## config.mk

```make
export PLATFORM = sky130hd
export DESIGN_NAME = positional_list_engine
export DESIGN_NICKNAME = d
export VERILOG_FILES = /design/src/rtl/core/ple_pkg.sv /design/src/rtl/core/positional_list_engine.sv
export SDC_FILE = /design/constraint.sdc
export NUM_CORES = 2
export LEC_CHECK = 0
export BUFFER_PORTS_ARGS = -buffer_cell sky130_fd_sc_hd__buf_4
export CAP_MARGIN = 20
export CORE_MARGIN = 2
export CORE_UTILIZATION = 30
export CTS_CLUSTER_DIAMETER = 50
export CTS_CLUSTER_SIZE = 8
export DETAILED_ROUTE_END_ITERATION = 16
export PLACE_DENSITY_LB_ADDON = 0.2
export SYNTH_ARGS = -nofsm -noshare
export SYNTH_HDL_FRONTEND = slang
export SYNTH_SLANG_ARGS = --single-unit
```

## constraint.sdc

```tcl
create_clock -name clk -period 8.05 [get_ports clk]
set_input_delay 1.2075 -clock clk [delete_from_list [all_inputs] [get_ports clk]]
set_output_delay 1.2075 -clock clk [all_outputs]
set_load 0.01 [all_outputs]
```

## src/rtl/core/ple_pkg.sv

```systemverilog
package ple_pkg;

  localparam int CAPACITY_DEF   = 16;
  localparam int DATA_WIDTH_DEF = 32;

  localparam int OP_W     = 3;
  localparam int POS_W    = 4;
  localparam int WORD_W   = 32;
  localparam int STATUS_W = 2;
  localparam int COUNT_W  = 5;

  typedef enum logic [OP_W-1:0] {
    OP_APPEND   = 3'd0,
    OP_INSERT   = 3'd1,
    OP_REM_TAIL = 3'd2,
    OP_REM_AT   = 3'd3,
    OP_REM_HEAD = 3'd4,
    OP_READ     = 3'd5
  } op_e;

  typedef enum logic [STATUS_W-1:0] {
    ST_OK   = 2'd0,
    ST_NONE = 2'd1,
    ST_FULL = 2'd2
  } status_e;

  typedef struct packed {
    logic [OP_W-1:0]   operation;
    logic [POS_W-1:0]  position;
    logic [WORD_W-1:0] value;
  } ple_in_t;

  typedef struct packed {
    logic [STATUS_W-1:0] status;
    logic [WORD_W-1:0]   read_value;
    logic [WORD_W-1:0]   head_value;
    logic [WORD_W-1:0]   tail_value;
    logic [COUNT_W-1:0]  count;
    logic                is_empty;
  } ple_out_t;

endpackage

```

## src/rtl/core/positional_list_engine.sv

```systemverilog
// Positional list engine: a bounded ordered list of data words.
// Input channel: in_item carries operation, position and value. A transaction
// is taken at a rising edge with start high and busy low. busy is low in every
// cycle after the first cycle that follows reset, so one transaction can be
// taken each cycle.
// Result channel: out_valid is high for exactly one cycle, the cycle right
// after the input transaction, and out_item then holds status, the word read,
// head and tail words, count and the empty flag after the operation.
// Throughput is one transaction per cycle; each operation is a single parallel
// shift of the register array set by the index compare on every entry plus
// one read mux.
// Reset clears the element count and drops any pending result; stored words
// are not cleared and are never shown before they are written.
// The receiver cannot stall: a result that is not taken in its cycle is gone.
// CAPACITY sets the number of entries, DATA_WIDTH the width kept per entry;
// values are truncated to DATA_WIDTH and zero-extended back on the outputs.
module positional_list_engine #(
  parameter int CAPACITY   = ple_pkg::CAPACITY_DEF,
  parameter int DATA_WIDTH = ple_pkg::DATA_WIDTH_DEF
) (
  input  logic              clk,
  input  logic              rst_n,
  input  logic              start,
  input  ple_pkg::ple_in_t  in_item,
  output logic              busy,
  output logic              out_valid,
  output ple_pkg::ple_out_t out_item
);

  localparam int IW = (CAPACITY > 1) ? $clog2(CAPACITY) : 1;
  localparam int LW = $clog2(CAPACITY + 1);
  localparam int CW = LW + ple_pkg::POS_W;

  logic [DATA_WIDTH-1:0] cells_r   [CAPACITY];
  logic [DATA_WIDTH-1:0] cells_nxt [CAPACITY];
  logic [LW-1:0]         length_r;
  logic [LW-1:0]         length_nxt;
  logic                  busy_r;
  logic                  out_valid_r;
  ple_pkg::ple_out_t     out_r;
  ple_pkg::ple_out_t     out_nxt;

  logic                  acc;
  logic                  full;
  logic                  empty;
  logic                  do_ins;
  logic                  do_rem;
  logic                  rem_tail;
  logic [LW-1:0]         ins_at;
  logic [LW-1:0]         rem_at;
  logic [CW-1:0]         pos_c;
  logic [CW-1:0]         len_c;
  logic [IW-1:0]         pos_idx;
  logic [IW-1:0]         tail_idx;
  logic [IW-1:0]         prev_idx;
  logic [DATA_WIDTH-1:0] wr_data;
  logic [DATA_WIDTH-1:0] rd_cell;
  logic [DATA_WIDTH-1:0] tail_cell;
  logic [DATA_WIDTH-1:0] prev_cell;
  logic [DATA_WIDTH-1:0] tail_new;
  logic [DATA_WIDTH-1:0] rd_data;
  ple_pkg::status_e      status;

  assign acc       = start & ~busy_r;
  assign full      = (length_r == LW'(CAPACITY));
  assign empty     = (length_r == '0);
  assign pos_c     = CW'(in_item.position);
  assign len_c     = CW'(length_r);
  assign pos_idx   = IW'(in_item.position);
  assign tail_idx  = IW'(length_r - LW'(1));
  assign prev_idx  = IW'(length_r - LW'(2));
  assign wr_data   = DATA_WIDTH'(in_item.value);
  assign rd_cell   = cells_r[pos_idx];
  assign tail_cell = cells_r[tail_idx];
  assign prev_cell = cells_r[prev_idx];
  assign rem_tail  = (rem_at == length_r - LW'(1));

  always_comb begin
    do_ins  = 1'b0;
    do_rem  = 1'b0;
    ins_at  = length_r;
    rem_at  = length_r - LW'(1);
    status  = ple_pkg::ST_OK;
    rd_data = '0;
    case (in_item.operation)
      ple_pkg::OP_APPEND: begin
        if (full) begin
          status = ple_pkg::ST_FULL;
        end else begin
          do_ins = 1'b1;
        end
      end
      ple_pkg::OP_INSERT: begin
        if (full) begin
          status = ple_pkg::ST_FULL;
        end else begin
          do_ins = 1'b1;
          if (pos_c < len_c) begin
            ins_at = LW'(in_item.position);
          end
        end
      end
      ple_pkg::OP_REM_TAIL: begin
        if (empty) begin
          status = ple_pkg::ST_NONE;
        end else begin
          do_rem = 1'b1;
        end
      end
      ple_pkg::OP_REM_AT: begin
        if (empty) begin
          status = ple_pkg::ST_NONE;
        end else begin
          do_rem = 1'b1;
          if (pos_c < len_c - CW'(1)) begin
            rem_at = LW'(in_item.position);
          end
        end
      end
      ple_pkg::OP_REM_HEAD: begin
        if (empty) begin
          status = ple_pkg::ST_NONE;
        end else begin
          do_rem = 1'b1;
          rem_at = '0;
        end
      end
      ple_pkg::OP_READ: begin
        if (pos_c < len_c) begin
          rd_data = rd_cell;
        end else begin
          status = ple_pkg::ST_NONE;
        end
      end
      default: begin
        status = ple_pkg::ST_NONE;
      end
    endcase
  end

  for (genvar i = 0; i < CAPACITY; i++) begin : g_cell
    localparam logic [LW-1:0] IDX = LW'(i);
    logic [DATA_WIDTH-1:0] below_cell;
    logic [DATA_WIDTH-1:0] above_cell;

    if (i > 0) begin : g_below
      assign below_cell = cells_r[i-1];
    end else begin : g_first
      assign below_cell = cells_r[i];
    end

    if (i < CAPACITY - 1) begin : g_above
      assign above_cell = cells_r[i+1];
    end else begin : g_last
      assign above_cell = cells_r[i];
    end

    always_comb begin
      cells_nxt[i] = cells_r[i];
      if (do_ins) begin
        if (IDX == ins_at) begin
          cells_nxt[i] = wr_data;
        end else if (IDX > ins_at) begin
          cells_nxt[i] = below_cell;
        end
      end else if (do_rem && (IDX >= rem_at) && (IDX < length_r - LW'(1))) begin
        cells_nxt[i] = above_cell;
      end
    end
  end

  always_comb begin
    if (do_ins) begin
      length_nxt = length_r + LW'(1);
      tail_new   = (ins_at == length_r) ? wr_data : tail_cell;
    end else if (do_rem) begin
      length_nxt = length_r - LW'(1);
      tail_new   = rem_tail ? prev_cell : tail_cell;
    end else begin
      length_nxt = length_r;
      tail_new   = tail_cell;
    end
  end

  always_comb begin
    out_nxt.status     = status;
    out_nxt.read_value = ple_pkg::WORD_W'(rd_data);
    out_nxt.head_value = (length_nxt == '0) ? '0 : ple_pkg::WORD_W'(cells_nxt[0]);
    out_nxt.tail_value = (length_nxt == '0) ? '0 : ple_pkg::WORD_W'(tail_new);
    out_nxt.count      = ple_pkg::COUNT_W'(length_nxt);
    out_nxt.is_empty   = (length_nxt == '0);
  end

  always_ff @(posedge clk) begin
    if (!rst_n) begin
      length_r    <= '0;
      busy_r      <= 1'b1;
      out_valid_r <= 1'b0;
    end else begin
      busy_r      <= 1'b0;
      out_valid_r <= acc;
      if (acc) begin
        length_r <= length_nxt;
      end
    end
  end

  always_ff @(posedge clk) begin
    if (acc) begin
      cells_r <= cells_nxt;
      out_r   <= out_nxt;
    end
  end

  assign busy      = busy_r;
  assign out_valid = out_valid_r;
  assign out_item  = out_r;

  a_result_follows: assert property (@(posedge clk) disable iff (!rst_n)
    (start && !busy) |=> out_valid)
    else $error("accepted transaction produced no result");

  a_no_extra_result: assert property (@(posedge clk) disable iff (!rst_n)
    !(start && !busy) |=> !out_valid)
    else $error("result without an accepted transaction");

  a_length_bound: assert property (@(posedge clk) disable iff (!rst_n)
    length_r <= LW'(CAPACITY))
    else $error("element count beyond capacity");

  a_empty_flag: assert property (@(posedge clk) disable iff (!rst_n)
    out_valid |-> (out_item.is_empty == (length_r == '0)))
    else $error("empty flag disagrees with element count");

  a_failed_op_holds: assert property (@(posedge clk) disable iff (!rst_n)
    (out_valid && (out_item.status != ple_pkg::ST_OK)) |-> $stable(length_r))
    else $error("failed operation changed the element count");

endmodule

```

**Word level (Yosys, flattened, before mapping)**

Index checks and enable logic that the tools add are counted.
W data, S select, Z words.

- Bits in registers: 623
- Input port bits: 42
- Output and inout port bits: 106
- Logic and storage cells: 280

- Add/sub/neg operators: 4
- $lt $le $gt $ge: 50
- Eq/ne operators: 37
- Mux-type cells: 92
- Bitwise logic cells: 5
- Reductions and logical operators: 67

Operators by type and width:

| kind | count |
|---|---|
| $mux W32 | 71 |
| $bmux W32 S4 | 3 |
| $reduce_and A3 Y1 | 15 |
| $ne A3 B1 Y1 const B | 14 |
| $eq A4 B5 Y1 const A | 8 |
| $gt A4 B5 Y1 const A | 8 |
| $mux W5 | 8 |
| $ge A4 B5 Y1 const A | 7 |
| $lt A4 B5 Y1 const A | 7 |
| $logic_and A1 B1 Y1 | 30 |
| $reduce_bool A2 Y1 | 15 |
| $eq A3 B5 Y1 const A | 4 |
| $ge A3 B5 Y1 const A | 4 |
| $gt A3 B5 Y1 const A | 4 |
| $lt A3 B5 Y1 const A | 4 |
| $ge A5 B5 Y1 const B | 3 |
| $logic_not A5 Y1 | 3 |
| $not A4 Y5 | 3 |
| $eq A2 B5 Y1 const A | 2 |
| $eq A5 B5 Y1 | 2 |
| $ge A1 B5 Y1 const A | 2 |
| $ge A2 B5 Y1 const A | 2 |
| $gt A2 B5 Y1 const A | 2 |
| $lt A1 B5 Y1 const A | 2 |
| 23 further kinds | 32 |

**Longest topological paths before layout**

- Depth in word-level cells: 10
- Mapped depth: 19
- Gate-level depth less buffers: 13

**Least setup slack after synthesis**

Ideal clock, no wire load.

- Path type: input port to flip-flop
- Start point: input port start
- End point: register cells_r, in the netlist g_cell[13].above_cell[0], enable pin
- Library setup time: 0.461 ns
- Arrival time: 8.260 ns
- Required time: 7.589 ns
- Slack: -0.671 ns
- Stages on the path: 6
- Path buffers: 2
- Path through: nand2b_1 clkbuf_1 inv_1 clkbuf_1 o21ai_0 nor3_1

- Longest elaborated chain between the ends: 2

Ends and longest elaborated chain:

| item | line | source |
|---|---|---|
| start: declaration | positional_list_engine.sv:23 | `input logic start,` |
| $and A1 B1 Y1 | positional_list_engine.sv:64 | `assign acc = start & ~busy_r;` |
| net acc | positional_list_engine.sv:43 | `logic acc;` |
| $reduce_and A3 Y1 (no line) | - |  |
| end signal: assignment | positional_list_engine.sv:210 | `cells_r <= cells_nxt;` |
| end: declaration | positional_list_engine.sv:34 | `logic [DATA_WIDTH-1:0] cells_r [CAPACITY];` |

The timed path passes the listed nets, and every way through them passes these cells.
A chain may end at the register's enable or synchronous reset.

**Worst setup path in the final report**

- Start point: register length_r[2]
- End point: register out_r, in the netlist out_item[51], data pin

- Longest elaborated chain between the ends: 10
- Elaborated cells on any way between the ends: 29
- Classes of those cells: 3 x add/sub; 4 x order compare; 1 x eq/ne; 16 x mux; 5 x reduce/logical

Ends and longest elaborated chain:

| item | line | source |
|---|---|---|
| start: declaration | positional_list_engine.sv:36 | `logic [LW-1:0] length_r;` |
| start signal: assignment | positional_list_engine.sv:203 | `length_r <= length_nxt;` |
| $sub A5 B1 Y6 | positional_list_engine.sv:115 | `if (pos_c < len_c - CW'(1)) begin` |
| $lt A4 B9 Y1 | positional_list_engine.sv:115 |  |
| $mux W5 | positional_list_engine.sv:115 |  |
| $mux W5 | positional_list_engine.sv:111 | `if (empty) begin` |
| $pmux W5 S2 | positional_list_engine.sv:85 | `case (in_item.operation)` |
| $ge A1 B5 Y1 | positional_list_engine.sv:166 | `end else if (do_rem && (IDX >= rem_at) && (IDX < length_r - LW'(1))) begin` |
| $logic_and A1 B1 Y1 (2 in series) | positional_list_engine.sv:166 |  |
| $mux W32 | positional_list_engine.sv:166 |  |
| $mux W32 | positional_list_engine.sv:160 | `if (do_ins) begin` |
| end signal: assignment | positional_list_engine.sv:211 | `out_r <= out_nxt;` |
| end: declaration | positional_list_engine.sv:40 | `ple_pkg::ple_out_t out_r;` |

Parallel ways exist; a longest one is shown, timed or not.

==> impl_metrics.env <==
export IMPL_status="finished, final reports clean"
export IMPL_final_common_cell="edfxtp_1"
export IMPL_clock_latency_ns=0.75
export IMPL_vias=33804
export IMPL_synthFlopType="edfxtp_1"
export IMPL_final_min_clock_period_ns=5.70
export IMPL_cp_arrival_ns=6.15
export IMPL_fin_nets=3691
export IMPL_synth_area_leaders="edfxtp_1 41%, mux4_2 23%, mux2i_1 11%"
export IMPL_placement_io_buffers=147
export IMPL_timing_critical_path_buf_inv=3
export IMPL_cp_max_fo=39
export IMPL_rsz0062_at_grt="false"
export IMPL_reg2reg_setup_slack_ns=2.35
export IMPL_synth_cells=3720
export IMPL_dieArea_mm2=0.152
export IMPL_slowest_stage="nand3_2"
export IMPL_wirelength_um=172000
export IMPL_cp_top_family="simple AND/OR/NAND/NOR gates"
export IMPL_ys_warn_count=0
export IMPL_postCtsHoldBufs=0
export IMPL_synth_edf_count=616
export IMPL_cts_resized=0
export IMPL_areaGrowthSynthToFinish_pct=14.5
export IMPL_max_clock_path_buffers=3
export IMPL_leakage_nw=18.2
export IMPL_crit_path_max_incr_delay_ns=0.89
export IMPL_die_w_um=390
export IMPL_slew_viol_final=0
export IMPL_wire_per_inst_um=30.5
export IMPL_critPathRequiredTime_ns=8.50
export IMPL_hold_start="g_cell[14].above_cell[29]"
export IMPL_cts_setup_buffers=0
export IMPL_syn_avg_cell_area_um2=12.0
export IMPL_fin_skew_ns=0.0509
export IMPL_grt_pass1_wl_um=247000
export IMPL_worst_r2r_path_depth=11
export IMPL_core_area_mm2=0.148
export IMPL_dp_worst_setup_slack_ns=2.13
export IMPL_drt_vias_per_instance=5.99
export IMPL_ys_seq_area_share_pct=41.7
export IMPL_synth_cell_type_count=77
export IMPL_drive_gt1_share_pct=26.4
export IMPL_cts_buffers=112
export IMPL_grt_pass1_vias=32825
export IMPL_timing_final_ws_setup_ns=2.35
export IMPL_worstSetupPathType="reg2reg"
export IMPL_finalHoldViolations=0
export IMPL_die_height_um=390
export IMPL_ios=148
export IMPL_clkSinkCount=623
export IMPL_synth_nets=3772
export IMPL_synth_top_area_share_pct=41.4
export IMPL_antenna_found_initial=8
export IMPL_setup_viol=0
export IMPL_grt_usage_pct=22.3
export IMPL_row_count=141
export IMPL_fin_crit_sh_pct=70.9
export IMPL_grt_overflow=0
export IMPL_fin_tns_setup_ns=0
export IMPL_grt_max_degree=245
export IMPL_final_cell_mix="616 x edfxtp_1, 608 x nand2_1, 497 x mux2i_1"
export IMPL_first_iter_violations=3974
export IMPL_synthesis_area_mm2=0.0447
export IMPL_crit_path_start_kind="flip-flop"
export IMPL_crit_chain="clkinv_1 -> ha_1 -> a21boi_2 -> xnor2_2 -> buf_4 -> nor3_1 -> nand3_2 -> and3_2 -> buf_4 -> a211oi_1 -> a211oi_2"
export IMPL_vdd_drop_max_mv=0.178
export IMPL_initial_core_util_pct=30.3
export IMPL_hold_end="g_cell[13].above_cell[29]"
export IMPL_hold_depth=2
export IMPL_tightestPinTransition_ns=1.18
export IMPL_fin_hold_ws_ns=0.611
export IMPL_synthArstFlopShare_pct=0
export IMPL_ys_ff_latch=623
export IMPL_utilization_pct=34.6
export IMPL_cts_root_buf="clkbuf_16"
export IMPL_power_density_mw_per_mm2=205
export IMPL_hold_path_class="reg2reg"
export IMPL_clk_pin_slew_ns=0.05
export IMPL_max_freq_ghz=0.175
export IMPL_dr_pass1_iters=6
export IMPL_slew_headroom_pct=21.0
export IMPL_r2r_end="out_item[51]"
export IMPL_endpoint_kind="flip-flop"
export IMPL_dp_hpwl_um=100000
export IMPL_cap_violations=0
export IMPL_worstReg2RegStart="length_r[2]"
export IMPL_cts_tree="built"
export IMPL_htree_levels=3
export IMPL_ant_nets=0
export IMPL_path_common_cell="buf_4"
export IMPL_yosysTopAreaCell="edfxtp_1"
export IMPL_gp_congestion=0.815
export IMPL_drcViolationCount=0
==> Yosys cell counts, types with 4 or more instances <==
master / n
edfxtp_1: 616
nand2_1: 610
mux2i_1: 497
mux4_2: 448
o21ai_0: 427
clkbuf_1: 278
a21oi_1: 103
a211oi_1: 84
buf_2: 80
a31oi_1: 67
nor2b_1: 66
a211oi_2: 51
buf_1: 46
and3_1: 43
inv_1: 42
o21ai_1: 42
mux2_2: 34
nor2_1: 26
nand3_1: 18
ha_1: 10
nor3_1: 10
buf_4: 7
dfxtp_1: 7
xnor2_1: 7
and2_1: 6
buf_6: 6
a22o_1: 4
or2_2: 4
or3_1: 4
==> per-layer routing <==
metal	share of wire, %	GRT usage (%)	vias up	routed length [um]
met1	42	30.1	17538	72000
met2	46	35.1	1566	79900
met4	3.2	7.61	8	5560
met5	0.027	0	-	47
met3	8.4	4.98	304	14400
li1	-	-	14388	-
==> state kept, by name (all words and copies together) (netlist names) <==
signal and cells:
g_cell.above_cell 416, out_item 104, g_cell.below_cell 96, length_r 5, busy 1, out_valid 1
==> per-stage QoR <==
stage / total power, mW / cells / area [um2]
after floorplan: 5.21 / 3720 / 44700
after global placement: 5.91 / 5454 / 47600
after detailed placement: 5.92 / 5454 / 47600
after CTS: 10.6 / 5642 / 51200
after global routing: 10.9 / 5643 / 51200
final: 10.5 / 5644 / 51200
==> report_power, final <==
group	internal, mW	switching (mW)
logic	0.807	1.18
clock network	2.87	1.78
registers	3.74	0.141
total	7.42	3.10
==> cell families after synthesis <==
logic type / share of synthesized area (%)
AO/OA/AOI/OAI: 11.2
AND/OR/NAND/NOR: 7.84
flip-flops: 41.7
adder cells (fa/ha/maj): 0.280
multiplexers: 34.6
XOR/XNOR: 0.196
buffers and inverters: 4.27
==> cell type report <==
cell class / instances / area, um2
antenna: 1 / 2.50
clock buffer: 134 / 2920
clock inverter: 54 / 641
fill: 14523 / 96600
inverter: 45 / 179
multi-input combinational: 2634 / 24600
sequential: 623 / 18600
tap: 1930 / 2410
timing repair buffer: 223 / 1820
==> worst max-delay path by stage <==
stage	startpoint	to	slack, ns	cells after the start
floorplan	length_r[0]	g_cell[12].above_cell[0]	1.62	17
global placement	in_item[34]	g_cell[0].above_cell[25]	2.21	12
detailed placement	in_item[34]	g_cell[0].above_cell[25]	2.13	12
CTS	length_r[0]	g_cell[3].above_cell[0]	2.26	12
global route	length_r[2]	g_cell[0].below_cell[12]	2.10	11
finish	length_r[2]	out_item[51]	2.35	11
==> tightest hold or removal path, stage by stage, from the launching register on <==
cell and delay (ns):
edfxtp_1 0.41, nand2_1 0.06, o21ai_0 0.07
Note: power is estimated with default switching activity, not from simulation.
